### src/hdl/fqr_pkg.sv
// Shared types and codes for the process identifier queue with remove-by-key.
package fqr_pkg;

  // Fixed field widths of the request and result payloads.
  localparam int ID_W  = 16;
  localparam int OCC_W = 5;

  // Operation codes.
  localparam logic [1:0] OP_ENQUEUE = 2'd0;
  localparam logic [1:0] OP_DEQUEUE = 2'd1;
  localparam logic [1:0] OP_REMOVE  = 2'd2;

  // Result status codes.
  localparam logic [1:0] ST_DONE = 2'd0;
  localparam logic [1:0] ST_MISS = 2'd1;
  localparam logic [1:0] ST_FULL = 2'd2;

  typedef struct packed {
    logic [1:0]      op;
    logic [ID_W-1:0] process_id;
  } fqr_in_t;

  typedef struct packed {
    logic [ID_W-1:0]  out_id;
    logic [1:0]       status;
    logic             queue_empty;
    logic [OCC_W-1:0] occupancy;
  } fqr_out_t;

  typedef enum logic [2:0] {
    S_IDLE,
    S_EXEC,
    S_DEQ,
    S_SCAN,
    S_RESULT
  } fqr_state_t;

endpackage

### src/hdl/fifo_queue_with_remove.sv
// Process identifier queue with enqueue, dequeue and remove-by-identifier requests.
// An accepted request passes through S_EXEC and then S_RESULT for an enqueue or on an empty queue,
// with S_DEQ between them for a dequeue and S_SCAN for a remove, which reads one entry per cycle.
// The next request is taken only once the result has reached the output register, and a
// stalled result holds off the input.
// Reset is synchronous and active low: the queue comes up empty and the memory is not cleared.
module fifo_queue_with_remove
  import fqr_pkg::*;
#(
  parameter int QUEUE_DEPTH = 16,
  parameter int ID_BITS     = 16
) (
  input  logic     clk,
  input  logic     rst_n,
  input  logic     in_valid,
  output logic     in_stall,
  input  fqr_in_t  in_data,
  output logic     out_valid,
  input  logic     out_stall,
  output fqr_out_t out_data
);

  // The queue is a circular buffer in one memory. A remove scans from the head and, once the
  // matching entry is found, copies every following entry one place toward the head, which
  // keeps the order and closes the gap in the same pass.
  localparam int AW = $clog2(QUEUE_DEPTH);
  localparam int CW = $clog2(QUEUE_DEPTH + 1);
  localparam int EW = (ID_BITS < ID_W) ? ID_BITS : ID_W;
  localparam logic [AW:0] DEPTH_W = (AW + 1)'(QUEUE_DEPTH);

  function automatic logic [AW-1:0] slot_add(input logic [AW-1:0] base,
                                             input logic [AW-1:0] off);
    logic [AW:0] sum;
    sum = {1'b0, base} + {1'b0, off};
    if (sum >= DEPTH_W) begin
      sum = sum - DEPTH_W;
    end
    return sum[AW-1:0];
  endfunction

  function automatic logic [AW-1:0] slot_dec(input logic [AW-1:0] a);
    logic [AW-1:0] r;
    if (a == '0) begin
      r = AW'(QUEUE_DEPTH - 1);
    end else begin
      r = a - AW'(1);
    end
    return r;
  endfunction

  fqr_state_t state_r, state_nxt;
  logic [1:0]    op_r;
  logic [EW-1:0] pid_r;
  logic [AW-1:0] head_r, head_nxt;
  logic [CW-1:0] cnt_r, cnt_nxt;
  logic [CW-1:0] rd_n_r, rd_n_nxt;     // entries read so far in a scan
  logic          dv_r, dv_nxt;         // memory data this cycle belongs to a scan read
  logic [AW-1:0] dpos_r, dpos_nxt;     // queue position of that data
  logic [AW-1:0] daddr_r, daddr_nxt;   // memory slot of that data
  logic          found_r, found_nxt;
  fqr_out_t      res_r, res_nxt;
  logic          out_valid_r, out_valid_nxt;
  fqr_out_t      out_data_r, out_data_nxt;

  logic          mem_we;
  logic [AW-1:0] mem_waddr;
  logic [EW-1:0] mem_wdata;
  logic          mem_re;
  logic [AW-1:0] mem_raddr;
  logic [EW-1:0] mem_q;

  logic q_empty, q_full, out_free, is_match, is_last;

  fqr_mem #(
    .DEPTH(QUEUE_DEPTH),
    .WIDTH(EW)
  ) u_mem (
    .clk  (clk),
    .we   (mem_we),
    .waddr(mem_waddr),
    .wdata(mem_wdata),
    .re   (mem_re),
    .raddr(mem_raddr),
    .rdata(mem_q)
  );

  assign q_empty  = (cnt_r == '0);
  assign q_full   = (cnt_r == CW'(QUEUE_DEPTH));
  assign out_free = !out_valid_r || !out_stall;
  assign is_match = dv_r && (mem_q == pid_r);
  // The scan ends when the entry at the last occupied position comes back from memory.
  assign is_last  = dv_r && ({1'b0, dpos_r} == (AW + 1)'(cnt_r - CW'(1)));

  assign in_stall  = (state_r != S_IDLE);
  assign out_valid = out_valid_r;
  assign out_data  = out_data_r;

  // Next state.
  always_comb begin
    state_nxt = state_r;
    unique case (state_r)
      S_IDLE: begin
        if (in_valid) begin
          state_nxt = S_EXEC;
        end
      end
      S_EXEC: begin
        unique case (op_r)
          OP_DEQUEUE: state_nxt = q_empty ? S_RESULT : S_DEQ;
          OP_REMOVE:  state_nxt = q_empty ? S_RESULT : S_SCAN;
          default:    state_nxt = S_RESULT;
        endcase
      end
      S_DEQ: state_nxt = S_RESULT;
      S_SCAN: begin
        if (is_last) begin
          state_nxt = S_RESULT;
        end
      end
      S_RESULT: begin
        if (out_free) begin
          state_nxt = S_IDLE;
        end
      end
      default: state_nxt = S_IDLE;
    endcase
  end

  // Datapath, memory control and result.
  always_comb begin
    head_nxt      = head_r;
    cnt_nxt       = cnt_r;
    rd_n_nxt      = rd_n_r;
    dv_nxt        = 1'b0;
    dpos_nxt      = dpos_r;
    daddr_nxt     = daddr_r;
    found_nxt     = found_r;
    res_nxt       = res_r;
    out_valid_nxt = out_valid_r && out_stall;
    out_data_nxt  = out_data_r;
    mem_we        = 1'b0;
    mem_waddr     = '0;
    mem_wdata     = pid_r;
    mem_re        = 1'b0;
    mem_raddr     = head_r;

    unique case (state_r)
      S_EXEC: begin
        rd_n_nxt  = '0;
        found_nxt = 1'b0;
        res_nxt   = '{out_id: '0, status: ST_MISS, queue_empty: q_empty,
                      occupancy: OCC_W'(cnt_r)};
        unique case (op_r)
          OP_ENQUEUE: begin
            if (q_full) begin
              res_nxt.status = ST_FULL;
            end else begin
              mem_we    = 1'b1;
              mem_waddr = slot_add(head_r, AW'(cnt_r));
              cnt_nxt   = cnt_r + CW'(1);
              res_nxt   = '{out_id: '0, status: ST_DONE, queue_empty: 1'b0,
                            occupancy: OCC_W'(cnt_r + CW'(1))};
            end
          end
          OP_DEQUEUE: begin
            mem_re = !q_empty;
          end
          default: begin
          end
        endcase
      end
      S_DEQ: begin
        head_nxt = slot_add(head_r, AW'(1));
        cnt_nxt  = cnt_r - CW'(1);
        res_nxt  = '{out_id: ID_W'(mem_q), status: ST_DONE,
                     queue_empty: (cnt_r == CW'(1)),
                     occupancy: OCC_W'(cnt_r - CW'(1))};
      end
      S_SCAN: begin
        // Read side: one entry per cycle, in queue order.
        if (rd_n_r < cnt_r) begin
          mem_re    = 1'b1;
          mem_raddr = slot_add(head_r, AW'(rd_n_r));
          rd_n_nxt  = rd_n_r + CW'(1);
          dv_nxt    = 1'b1;
          dpos_nxt  = AW'(rd_n_r);
          daddr_nxt = mem_raddr;
        end
        // Data side: after the match, every entry moves one slot toward the head.
        if (dv_r) begin
          if (found_r) begin
            mem_we    = 1'b1;
            mem_waddr = slot_dec(daddr_r);
            mem_wdata = mem_q;
          end else if (is_match) begin
            found_nxt = 1'b1;
          end
        end
        if (is_last) begin
          if (found_r || is_match) begin
            cnt_nxt = cnt_r - CW'(1);
            res_nxt = '{out_id: '0, status: ST_DONE, queue_empty: (cnt_r == CW'(1)),
                        occupancy: OCC_W'(cnt_r - CW'(1))};
          end else begin
            res_nxt = '{out_id: '0, status: ST_MISS, queue_empty: 1'b0,
                        occupancy: OCC_W'(cnt_r)};
          end
        end
      end
      S_RESULT: begin
        if (out_free) begin
          out_valid_nxt = 1'b1;
          out_data_nxt  = res_r;
        end
      end
      default: begin
      end
    endcase
  end

  always_ff @(posedge clk) begin
    if (!rst_n) begin
      state_r     <= S_IDLE;
      head_r      <= '0;
      cnt_r       <= '0;
      rd_n_r      <= '0;
      dv_r        <= 1'b0;
      found_r     <= 1'b0;
      out_valid_r <= 1'b0;
    end else begin
      state_r     <= state_nxt;
      head_r      <= head_nxt;
      cnt_r       <= cnt_nxt;
      rd_n_r      <= rd_n_nxt;
      dv_r        <= dv_nxt;
      found_r     <= found_nxt;
      out_valid_r <= out_valid_nxt;
    end
  end

  always_ff @(posedge clk) begin
    if (state_r == S_IDLE && in_valid) begin
      op_r  <= in_data.op;
      pid_r <= in_data.process_id[EW-1:0];
    end
    dpos_r     <= dpos_nxt;
    daddr_r    <= daddr_nxt;
    res_r      <= res_nxt;
    out_data_r <= out_data_nxt;
  end

`ifndef ASSERT_OFF
  // The occupancy never goes past the depth of the memory.
  a_cnt_bound: assert property (@(posedge clk) disable iff (!rst_n)
    cnt_r <= CW'(QUEUE_DEPTH))
    else $error("queue occupancy exceeds depth");

  // A compaction write never lands on the slot being read in the same cycle.
  a_no_rw_clash: assert property (@(posedge clk) disable iff (!rst_n)
    (mem_we && mem_re) |-> (mem_waddr != mem_raddr))
    else $error("memory read and write collide on one slot");

  // A result only appears on the output after the staging state.
  a_out_source: assert property (@(posedge clk) disable iff (!rst_n)
    $rose(out_valid_r) |-> $past(state_r) == S_RESULT)
    else $error("result presented without a finished request");

  // The occupancy changes only while a request is being worked on.
  a_cnt_step: assert property (@(posedge clk) disable iff (!rst_n)
    (cnt_r != $past(cnt_r)) |->
      ($past(state_r) == S_EXEC || $past(state_r) == S_DEQ || $past(state_r) == S_SCAN))
    else $error("occupancy changed outside request processing");
`endif

endmodule

### src/hdl/fqr_mem.sv
// Single-port-write, single-port-read memory with a registered read.
module fqr_mem #(
  parameter int DEPTH = 16,
  parameter int WIDTH = 16
) (
  input  logic                     clk,
  input  logic                     we,
  input  logic [$clog2(DEPTH)-1:0] waddr,
  input  logic [WIDTH-1:0]         wdata,
  input  logic                     re,
  input  logic [$clog2(DEPTH)-1:0] raddr,
  output logic [WIDTH-1:0]         rdata
);

  logic [WIDTH-1:0] mem [DEPTH];

  always_ff @(posedge clk) begin
    if (we) begin
      mem[waddr] <= wdata;
    end
  end

  always_ff @(posedge clk) begin
    if (re) begin
      rdata <= mem[raddr];
    end
  end

endmodule
### config.mk
export PLATFORM = sky130hd
export DESIGN_NAME = fifo_queue_with_remove
export DESIGN_NICKNAME = d
export VERILOG_FILES = /design/src/hdl/fqr_pkg.sv /design/src/hdl/fifo_queue_with_remove.sv /design/src/hdl/fqr_mem.sv
export SDC_FILE = /design/constraint.sdc
export NUM_CORES = 1
export LEC_CHECK = 0
export ABC_AREA = 0
export BUFFER_PORTS_ARGS = -buffer_cell sky130_fd_sc_hd__buf_2
export CAP_MARGIN = 15
export CORE_MARGIN = 2
export CORE_UTILIZATION = 45
export CTS_CLUSTER_SIZE = 14
export DETAILED_ROUTE_END_ITERATION = 10
export PLACE_DENSITY_LB_ADDON = 0.08
export SLEW_MARGIN = 40
export SYNTH_ARGS = -nofsm -noshare
export SYNTH_HDL_FRONTEND = slang
export SYNTH_SLANG_ARGS = --single-unit
### constraint.sdc
create_clock -name clk -period 8.21 [get_ports clk]
set_input_delay 0.821 -clock clk [delete_from_list [all_inputs] [get_ports clk]]
set_output_delay 0.821 -clock clk [all_outputs]
set_load 0.02 [all_outputs]
## Word-level counts from Yosys, hierarchy flattened

Memory sizes are Yosys's and may differ from the RTL's. A register that Yosys moved wholly into a read port is not among the register bits.
Index checks and enable logic that the tools add are counted.

- Register bits: 94
- RAM bits: 256
- Input bits: 22
- Output and inout port bits: 26
- Logic and storage cells: 126
- Memories: 1

Memories:

| memory | words | width | rd ports | clocked after memory_dff | write ports | RTL line | source |
|---|---|---|---|---|---|---|---|
| u_mem.mem | 16 | 16 | 1 | 1 | 1 | fqr_mem.sv:15 | `logic [WIDTH-1:0] mem [DEPTH];` |

- Add/sub/neg operators: 10
- $lt $le $gt $ge: 4
- Equal/unequal tests: 18
- Mux-type cells: 50
- Reductions and logical operators: 24

Operator list:

| cell | count |
|---|---|
| 24-bit case mux with 3 select lines | 1 |
| 16-bit 2-to-1 mux | 3 |
| 4-bit 2-to-1 mux | 10 |
| 5-bit 2-to-1 mux | 5 |
| 24-bit 2-to-1 mux | 1 |
| 16-bit == test | 1 |
| 2-bit inequality test, second input constant | 8 |
| 4-bit by 1-bit subtractor with 4-bit output, second input constant | 4 |
| 5-bit greater-or-equal comparator, second input constant | 3 |
| 3-bit 2-to-1 mux | 5 |
| 3-bit case mux with 5 select lines | 1 |
| 5-bit case mux with 3 select lines | 1 |
| 1-bit 2-to-1 mux | 13 |
| 2-bit AND reduction | 6 |
| 4-bit by 4-bit adder with 5-bit output | 2 |
| 5-bit by 1-bit adder with 5-bit output, second input constant | 2 |
| 5-bit case mux with 2 select lines | 1 |
| 8-bit 2-to-1 mux | 1 |
| 4-bit case mux with 2 select lines | 1 |
| 7-bit 2-to-1 mux | 1 |
| 3-bit by 2-bit == test with 1-bit output, second input constant | 2 |
| 6-bit 2-to-1 mux | 1 |
| 1-bit case mux with 2 select lines | 3 |
| 3-bit case mux with 2 select lines | 1 |
| 22 further kinds | 29 |

## Logic depth before layout (Yosys ltp)

Gate-level depths: netlist of the first run.

- Depth after elaboration: 6
- Depth in mapped cells: 13
- Mapped depth without buffers: 10

## Hierarchy

Synthesis of the first run repeated with hierarchy kept, for this count alone.

- Cell total of the unflattened synthesis: 854
- Area, all modules: 14843.0 sq um

Modules (own cells, without submodules):

| module | instances | cells each | area each (sq um) | seq. area each (sq um) |
|---|---|---|---|---|
| fqr_mem | 1 | 432 | 10202.3 | 8167.8 |
| fifo_queue_with_remove | 1 | 422 | 4640.7 | 2622.5 |

## Least setup slack after synthesis of the first run

Ideal clock, no wire load.

- Kind: reg2reg
- Start point: register cnt_r[0]
- End point: register cnt_r[2]
- Setup time: 0.070 ns
- Data arrival time: 3.778 ns
- Required time: 8.140 ns
- Slack: 4.362 ns
- Stages on the path, launching flop included: 10
- Buffers on the path: 0
- Period minus slack after synthesis: 3.848 ns
- Cells stage by stage: dfxtp_1 -> clkinv_1 -> ha_1 -> nor3b_2 -> xnor2_1 -> o41ai_2 -> nor3b_2 -> or3b_1 -> or3_1 -> a21boi_1

- Longest elaborated chain between the ends: 5
- Elaborated cells on any way between the ends: 13
- Classes of those cells: add/sub (2); eq/ne (4); mux (5); reduce/logical (2)

Ends and longest elaborated chain:

| element | RTL line | source |
|---|---|---|
| from (decl) | fifo_queue_with_remove.sv:55 | `logic [CW-1:0] cnt_r, cnt_nxt;` |
| from (signal assigned) | fifo_queue_with_remove.sv:233 | `cnt_r <= cnt_nxt;` |
| 5-bit by 1-bit subtractor with 5-bit output | fifo_queue_with_remove.sv:92, fifo_queue_with_remove.sv:174, fifo_queue_with_remove.sv:201 |  |
| 4-bit by 5-bit == test with 1-bit output | fifo_queue_with_remove.sv:92 | `assign is_last = dv_r && ({1'b0, dpos_r} == (AW + 1)'(cnt_r - CW'(1)));` |
| 1-bit logical AND | fifo_queue_with_remove.sv:92 |  |
| 2-bit inequality test (no line) | -- |  |
| 5-bit AND reduction (no line) | -- |  |

Parallel ways exist; a longest one is shown, timed or not. The select of a mux whose other input is x is not followed.
A chain may end at the register's enable or synchronous reset.

## Final worst setup path of the first run

- Start point: register cnt_r[2]
- End point: register u_mem.rdata[11], read port of u_mem.mem (data pin)

- Longest elaborated chain between the ends: 4
- Elaborated cells on any way between the ends: 8
- Classes of those cells: order compare (1); mux (5); reduce/logical (2)

Ends and longest elaborated chain:

| element | RTL line | source |
|---|---|---|
| branches (longest 4 deep; another with 5-bit less-than comparator) | -- |  |
| to (decl) | fqr_mem.sv:12 | `output logic [WIDTH-1:0] rdata` |

Parallel ways; which one is timed is not known.

==> results.sh, run 1 <==
export IMPL_die_y_um=190
export IMPL_start_kind="register"
export IMPL_detail_route_antenna_nets=0
export IMPL_grt_max_degree=59
export IMPL_skew_ns=0.0249
export IMPL_h_tree_depth=2
export IMPL_hold_ws_ns=0.417
export IMPL_grt_use_total_pct=21.5
export IMPL_rrSetupSlack_ns=3.71
export IMPL_p_per_area_nw_per_um2=221
export IMPL_dieArea_um2=36000
export IMPL_synth_top_flop_cell="edfxtp_1"
export IMPL_crit_arrival_ns=4.79
export IMPL_grt_pass1_wl_um=56700
export IMPL_cts_buffers_inserted=40
export IMPL_synth_area_um2=15500
export IMPL_core_area_um2=34300
export IMPL_via_per_inst=5.74
export IMPL_nets=1113
export IMPL_syn_to_final_growth_pct=13.3
export IMPL_dr_pass1_iters=5
export IMPL_critPathMaxFanout=58
export IMPL_wl_per_cell_um=24.4
export IMPL_tightest_slew_ns=0.877
export IMPL_vias=8899
export IMPL_cts_max_path_buffers=3
export IMPL_ys_seq_elements=366
export IMPL_root_buffer="clkbuf_16"
export IMPL_period_minus_slack_ns=4.50
export IMPL_finalSetupViolations=0
export IMPL_syn_area_per_cell_um2=15.4
export IMPL_cts_sinks=366
export IMPL_io_buffers=47
export IMPL_period_share_pct=54.8
export IMPL_ctsResizeCount=0
export IMPL_final_cell_mix="346 x edfxtp_1, 47 x buf_2, 41 x nand3_1"
export IMPL_synth_warning_count=0
export IMPL_synth_cells=1007
export IMPL_place_gp_congestion=0.803
export IMPL_fin_util_pct=51.3
export IMPL_first_global_vias=8765
export IMPL_slew_headroom_pct=41.4
export IMPL_hold_class="register to register"
export IMPL_cts_tree="built"
export IMPL_tns_ns=0
export IMPL_drive_above_1_share_pct=18.3
export IMPL_final_common_cell="edfxtp_1"
export IMPL_status="complete, no violations"
export IMPL_insertion_delay_ns=0.57
export IMPL_syn_nets=1051
export IMPL_seq_area_frac_synth_pct=69.5
export IMPL_drt_iter0_drc=797
export IMPL_synth_edf_count=346
export IMPL_wirelength_um=37900
export IMPL_fin_area_um2=17600
export IMPL_finalHoldViolations=0
export IMPL_diodes=0
export IMPL_row_count=68
export IMPL_yosysUniqueCellTypes=68
export IMPL_dpl_cell_area_um2=16400
export IMPL_overflow=0
export IMPL_cap_violations=0
export IMPL_pre_cts_ws_ns=3.73
export IMPL_place_hpwl_um=22800
export IMPL_rsz0062_at_grt="no"
export IMPL_initial_utilization_pct=45.3
export IMPL_irDropWorstVdd_v=0.000170
export IMPL_p_leak_nw=6.02
export IMPL_cts_hold_buf=0
export IMPL_path_class="register to register"
export IMPL_clkSlewWorstSetupHoldPaths_ns=0.06
export IMPL_post_cts_setup_buffers=0
export IMPL_antenna_found_initial=0
export IMPL_worst_slack_ns=3.71
export IMPL_die_w_um=190
export IMPL_io_pins=48
export IMPL_drc=0
export IMPL_fmax_mhz=222
export IMPL_slew_viol_final=0
export IMPL_async_flop_share_pct=0
export IMPL_fillers=2891
export IMPL_end_kind="register"
export IMPL_required_ns=8.50
==> worst max-delay path, cell delays in order (launching register included) <==
cell	delay, ns
dfxtp_1	0.63
inv_1	0.18
ha_1	0.34
a21o_1	0.22
a2111oi_4	0.43
a221oi_4	0.10
buf_4	0.32
nand2_8	0.48
buf_12	0.37
mux2_1	0.36
a22o_1	0.22
or4_1	0.50
==> worst paths after layout <==
check | startpoint | end | cells past startpoint
max | cnt_r[2] | u_mem.rdata[11] | 11
min | res_r[16] | out_data[16] | 0
max reg2reg | cnt_r[2] | u_mem.rdata[11] | 11
min reg2reg | res_r[16] | out_data[16] | 0
==> logic make-up after synthesis <==
kind of cell             Yosys count  share of synthesized area, %
AO/OA/AOI/OAI                    168                          8.21
XOR/XNOR                          37                          2.09
adder cells (fa/ha/maj)           22                          1.87
buffers and inverters             69                          2.03
flip-flops                       366                          69.5
multiplexers                     101                          7.18
AND/OR/NAND/NOR                  244                          9.11
==> synth_stat cells (all sizes together) (3+ instances only) <==
library cell  number  share of area, %
edfxtp           346                67
mux2              65               4.9
nand3             42               1.4
and3              37               1.5
mux2i             36               2.3
a211oi            32               1.5
nand2             32              0.84
and2              30               1.2
clkbuf            30              0.73
nor2              29              0.70
o21ai             24              0.77
buf               23              0.92
o22ai             21              0.85
dfxtp             20               2.6
ha                20               1.6
xor2              20               1.1
nor3b             19               1.0
o211a             18               1.2
xnor2             17              0.96
a22o              16              0.90
or4               16              0.77
a21oi             15              0.51
inv               15              0.36
a21o              10              0.48
a21boi             7              0.34
nand4              7              0.28
nor3               7              0.26
nand2b             6              0.24
a221oi             5              0.39
or3                4              0.16
a2111oi            3              0.29
nor2b              3              0.12
nor4               3              0.12
o211ai             3              0.15
or2                3              0.12
==> routing by layer <==
layer | wire, µm | track usage, %
met5 | 0 | 0
met4 | 875 | 5.61
met3 | 2380 | 4.57
met2 | 17600 | 34.4
met1 | 17000 | 30.0
==> registers in the layout, indices dropped and copies added (netlist names) <==
signal	cells
rd_n_r	5
dpos_r	4
u_mem.mem	256
res_r	24
state_r	3
found_r	1
daddr_r	4
dv_r	1
u_mem.rdata	16
pid_r	16
out_data	24
head_r	4
cnt_r	5
op_r	2
out_valid	1
==> stage by stage <==
| stage | power [mW] | instances |
|---|---|---|
| global placement | 2.25 | 1482 |
| global route | 4.01 | 1550 |
| CTS | 3.93 | 1550 |
| finish | 3.89 | 1550 |
| floorplan | 2.20 | 1007 |
| detailed placement | 2.25 | 1482 |
==> final cells by class <==
cell class,instances,area (µm²),share of cell area [%]
clock buffers,49,1030,5.88
repair buffers,73,443,2.52
multi-input cells,572,4520,25.7
clock inverters,19,169,0.960
inverters,16,60.1,0.341
well taps,455,569,3.24
flip-flops and latches,366,10800,61.4
==> where the power goes <==
group          total, mW  internal [mW]  switching [mW]  leakage [nW]
clock               1.68          0.961           0.720         0.589
sequential          2.09           2.07          0.0149          3.30
combinational      0.124         0.0392          0.0844          2.13
total               3.89           3.07           0.820          6.02
Note: power is estimated with default switching activity, not from simulation.
==> run 2: changes to the inputs <==
==> constraint.sdc (replaced) <==
create_clock -name clk -period 4.7 [get_ports clk]
set_input_delay 0.47 -clock clk [delete_from_list [all_inputs] [get_ports clk]]
set_output_delay 0.47 -clock clk [all_outputs]
set_load 0.02 [all_outputs]
==> run 2 against run 1 <==
  * Utilization increased by 0.27 points
  * Power up 76%
  * Worst setup slack got worse by 2.9 ns
  * Routed wire length fell by 3.9%
  * Largest power group unchanged
  * Critical path type unchanged
==> results.sh, run 2 (same netlist as run 1, synthesis figures left out) <==
export IMPL_r2r_start="cnt_r[3]"
export IMPL_place_hpwl_um=23100
export IMPL_io_pins=48
export IMPL_skew_ns=0.0103
export IMPL_overflow=0
export IMPL_cts_buffers_inserted=40
export IMPL_status="complete, no violations"
export IMPL_via_per_inst=5.66
export IMPL_hold_ws_ns=0.0898
export IMPL_h_tree_depth=2
export IMPL_hold_class="input pin to register"
export IMPL_p_per_area_nw_per_um2=388
export IMPL_fmax_mhz=260
export IMPL_post_cts_setup_buffers=0
export IMPL_syn_to_final_growth_pct=13.9
export IMPL_antenna_found_initial=0
export IMPL_holdCritStartpoint="in_data[10]"
export IMPL_largest_reg_flops=256
export IMPL_irDropWorstVdd_v=0.000276
export IMPL_row_count=68
export IMPL_cts_sinks=366
export IMPL_dieArea_um2=36000
export IMPL_cap_violations=0
export IMPL_final_cell_mix="346 x edfxtp_1, 47 x buf_2, 41 x nand3_1, 41 x clkbuf_16, 37 x and3_1"
export IMPL_grt_use_total_pct=20.7
export IMPL_max_flop_register="u_mem.mem"
export IMPL_wl_per_cell_um=23.3
export IMPL_p_sw_mw=1.42
export IMPL_dr_pass1_iters=5
export IMPL_cts_tree="built"
export IMPL_seqPwrFrac_pct=53.1
export IMPL_cts_hold_buf=0
export IMPL_die_w_um=190
export IMPL_nets=1123
export IMPL_tns_ns=0
export IMPL_rrSetupSlack_ns=0.86
export IMPL_whs_endpoint="pid_r[10]"
export IMPL_path_class="register to register"
export IMPL_clkSlewWorstSetupHoldPaths_ns=0.06
export IMPL_drt_iter0_drc=526
export IMPL_worst_r2r_path_depth=10
export IMPL_start_kind="register"
export IMPL_io_buffers=47
export IMPL_ctsResizeCount=0
export IMPL_die_y_um=190
export IMPL_combPwrFrac_pct=3.1
export IMPL_p_leak_nw=6.11
export IMPL_period_minus_slack_ns=3.84
export IMPL_place_gp_congestion=0.807
export IMPL_core_area_um2=34300
export IMPL_final_common_cell="edfxtp_1"
export IMPL_insertion_delay_ns=0.56
export IMPL_switching_share_pct=20.7
export IMPL_root_buffer="clkbuf_16"
export IMPL_first_global_vias=8852
export IMPL_drc=0
export IMPL_finalHoldViolations=0
export IMPL_required_ns=4.99
export IMPL_clkPwrFrac_pct=43.7
export IMPL_intPower_mw=5.44
export IMPL_vias=8853
export IMPL_slew_viol_final=0
export IMPL_detail_route_antenna_nets=0
export IMPL_tightest_slew_ns=0.714
export IMPL_end_kind="register"
export IMPL_crit_arrival_ns=4.14
export IMPL_grt_pass1_wl_um=55000
export IMPL_critPathMaxFanout=17
export IMPL_wirelength_um=36400
export IMPL_initial_utilization_pct=45.3
export IMPL_period_share_pct=81.7
export IMPL_drive_above_1_share_pct=19.3
export IMPL_whs_path_depth=1
export IMPL_cts_max_path_buffers=3
export IMPL_slew_headroom_pct=52.3
export IMPL_grt_max_degree=66
export IMPL_rsz0062_at_grt="no"
export IMPL_finalSetupViolations=0
export IMPL_r2r_end="u_mem.rdata[7]"
export IMPL_diodes=0
run 2: cell count changes in the layout (fill, tap and decap cells not counted), sizes merged:
cell	change
buf	+10
clkbuf	+2
clkinv	+2
run 2: power groups by stage:
stage / sequential, mW / clock (mW) / combinational (mW)
final: 3.64 / 3.00 / 0.215
after global placement: 3.71 / 0 / 0.217
after CTS: 3.64 / 3.07 / 0.219
after global routing: 3.65 / 3.18 / 0.238
after floorplan: 3.71 / 0 / 0.135
after detailed placement: 3.71 / 0 / 0.218
run 2: final cells by class:
type / count / area, µm²
fill: 2814 / 16600
sequential: 366 / 10800
multi-input combinational: 572 / 4480
clock buffer: 51 / 1090
tap: 455 / 569
timing repair buffer: 83 / 531
clock inverter: 21 / 153
inverter: 16 / 60.1
run 2: routing by layer:
metal  share of wire, %  vias up  track usage (%)
li1                   -     4089                -
met1                 45     4455             28.1
met2                 47      260             34.1
met3                6.4       49             4.32
met4                2.0        0             5.28
met5                  0        -                0
run 2: worst max path at each step:
stage	startpoint	cells past startpoint	endpoint
2_1_floorplan	cnt_r[0]	9	cnt_r[2]
3_3_place_gp	cnt_r[3]	9	u_mem.rdata[11]
3_5_place_dp	cnt_r[3]	10	u_mem.rdata[7]
4_1_cts	cnt_r[1]	10	u_mem.rdata[13]
5_1_grt	cnt_r[0]	10	u_mem.mem[11][7]
6_report	cnt_r[3]	10	u_mem.rdata[7]
run 2: through the flow:
step	instance area, µm²	power (mW)	cells	setup slack (ns)	utilization (%)
6_report	17700	6.85	1564	0.858	51.6
5_1_grt	17700	7.07	1564	0.656	51.6
4_1_cts	17700	6.93	1564	0.859	51.6
3_5_place_dp	16400	3.93	1492	0.868	47.9
3_3_place_gp	16400	3.93	1492	0.934	47.9
2_1_floorplan	15500	3.84	1007	0.852	-
run 2: critical path, stage by stage, from the launching register on:
cell and delay, ns:
dfxtp_1 0.63, inv_1 0.22, ha_1 0.35, and2_0 0.26, a21o_1 0.34, inv_2 0.34, mux2i_1 0.33, o22ai_1 0.14
buf_4 0.25, nor3b_1 0.21, or4_1 0.50
==> run 3: changes to the inputs <==
==> constraint.sdc (replaced) <==
create_clock -name clk -period 4 [get_ports clk]
set_input_delay 0.4 -clock clk [delete_from_list [all_inputs] [get_ports clk]]
set_output_delay 0.4 -clock clk [all_outputs]
set_load 0.02 [all_outputs]
==> run 3 against run 2 <==
  * First-iteration DRC count up 39%
  * Via count up 2.4%
  * Count of clock-buffer cells in the layout up 2
  * Combinational power up 23%
  * Fmax up 5.7%
  * Routed wire length up 4.7%
  * Final cell count up 2.1%
  * Non-clock buffer count up 35
  * Largest cell class unchanged
==> results.sh, run 3 (same netlist as run 1, synthesis figures left out) <==
export IMPL_status="complete, no violations"
export IMPL_fmax_mhz=275
export IMPL_initial_utilization_pct=45.3
export IMPL_h_tree_depth=2
export IMPL_end_kind="register"
export IMPL_pre_cts_ws_ns=0.361
export IMPL_core_area_um2=34300
export IMPL_cts_buffers_inserted=40
export IMPL_cts_hold_buf=0
export IMPL_root_buffer="clkbuf_16"
export IMPL_diodes=0
export IMPL_vias=9068
export IMPL_overflow=0
export IMPL_io_buffers=47
export IMPL_wl_per_cell_um=23.9
export IMPL_rsz0062_at_grt="no"
export IMPL_final_common_cell="edfxtp_1"
export IMPL_tightest_slew_ns=0.635
export IMPL_first_global_vias=8999
export IMPL_cts_tree="built"
export IMPL_cts_max_path_buffers=3
export IMPL_drive_above_1_share_pct=21.2
export IMPL_placed_cells=1527
export IMPL_die_y_um=190
export IMPL_clkSlewWorstSetupHoldPaths_ns=0.06
export IMPL_start_kind="register"
export IMPL_worst_slack_ns=0.367
export IMPL_drc=0
export IMPL_rrSetupSlack_ns=0.37
export IMPL_ctsResizeCount=0
export IMPL_cts_sinks=366
export IMPL_p_leak_nw=6.28
export IMPL_dr_pass1_iters=5
export IMPL_p_per_area_nw_per_um2=446
export IMPL_grt_pass1_wl_um=57400
export IMPL_tns_ns=0
export IMPL_detail_route_antenna_nets=0
export IMPL_period_share_pct=90.8
export IMPL_fin_util_pct=52.4
export IMPL_antenna_found_initial=0
export IMPL_largest_reg_flops=256
export IMPL_insertion_delay_ns=0.54
export IMPL_nets=1158
export IMPL_period_minus_slack_ns=3.63
export IMPL_grt_max_degree=49
export IMPL_skew_ns=0.0182
export IMPL_final_cell_mix="346 x edfxtp_1, 65 x buf_4, 47 x buf_2"
export IMPL_grt_use_total_pct=21.6
export IMPL_required_ns=4.27
export IMPL_io_pins=48
export IMPL_finalSetupViolations=0
export IMPL_cap_violations=0
export IMPL_fin_cells=1597
export IMPL_die_w_um=190
export IMPL_r2r_start="cnt_r[1]"
export IMPL_irDropWorstVdd_v=0.000332
export IMPL_max_flop_register="u_mem.mem"
export IMPL_holdCritStartpoint="in_data[9]"
export IMPL_row_count=68
export IMPL_slew_headroom_pct=56.9
export IMPL_dieArea_um2=36000
export IMPL_critPathMaxFanout=20
export IMPL_finalHoldViolations=0
export IMPL_wirelength_um=38100
export IMPL_total_power_mw=8.02
export IMPL_drt_iter0_drc=733
export IMPL_crit_arrival_ns=3.90
export IMPL_via_per_inst=5.68
export IMPL_hold_class="input pin to register"
export IMPL_startpoint="cnt_r[1]"
export IMPL_slew_viol_final=0
export IMPL_post_cts_setup_buffers=0
export IMPL_syn_to_final_growth_pct=15.8
export IMPL_place_hpwl_um=23900
export IMPL_fillers=2846
export IMPL_place_gp_congestion=0.846
export IMPL_path_class="register to register"
run 3: metrics by stage:
| step | area [µm²] | hold slack [ns] |
|---|---|---|
| 2_1_floorplan | 15500 | 0.400 |
| 3_3_place_gp | 16700 | 0.401 |
| 3_5_place_dp | 16700 | 0.405 |
| 4_1_cts | 18000 | 0.00920 |
| 5_1_grt | 18000 | 0.0167 |
| 6_report | 18000 | 0.0338 |
run 3: cell type report:
cell class	instances	area, µm²	share of cell area, %
Timing Repair Buffer	118	843	4.69
Clock inverter	17	171	0.953
Sequential cell	366	10800	60.0
Clock buffer	53	1060	5.89
Inverter	16	60.1	0.334
Tap cell	455	569	3.17
Multi-Input combinational cell	572	4480	24.9
run 3: final timing paths:
check | endpoint | cells past startpoint
hold / removal | pid_r[9] | 1
hold reg to reg | out_data[3] | 0
setup / recovery | u_mem.rdata[5] | 10
setup reg to reg | u_mem.rdata[5] | 10
run 3: worst max-delay path, cell delays in order, from the launching register on:
cell	delay [ns]
dfxtp_1	0.51
inv_1	0.10
ha_1	0.29
and2_1	0.19
a2111oi_4	0.47
a221oi_4	0.12
nand2_4	0.33
buf_12	0.23
mux2_1	0.33
a22o_1	0.23
or4_1	0.53
run 3: routing by layer:
| layer | track usage (%) | vias to the layer above | share of wire, % |
|---|---|---|---|
| met3 | 2.84 | 69 | 5.6 |
| met2 | 34.6 | 282 | 46 |
| met5 | 0 | - | 0 |
| li1 | - | 4159 | - |
| met1 | 30.8 | 4558 | 46 |
| met4 | 6.68 | 0 | 2.5 |
run 3: power by group:
group	switching (mW)	internal (mW)	leakage, nW
Clock	1.43	2.06	0.591
Combinational	0.178	0.0861	2.38
Sequential	0.0245	4.25	3.30
Total	1.63	6.39	6.28
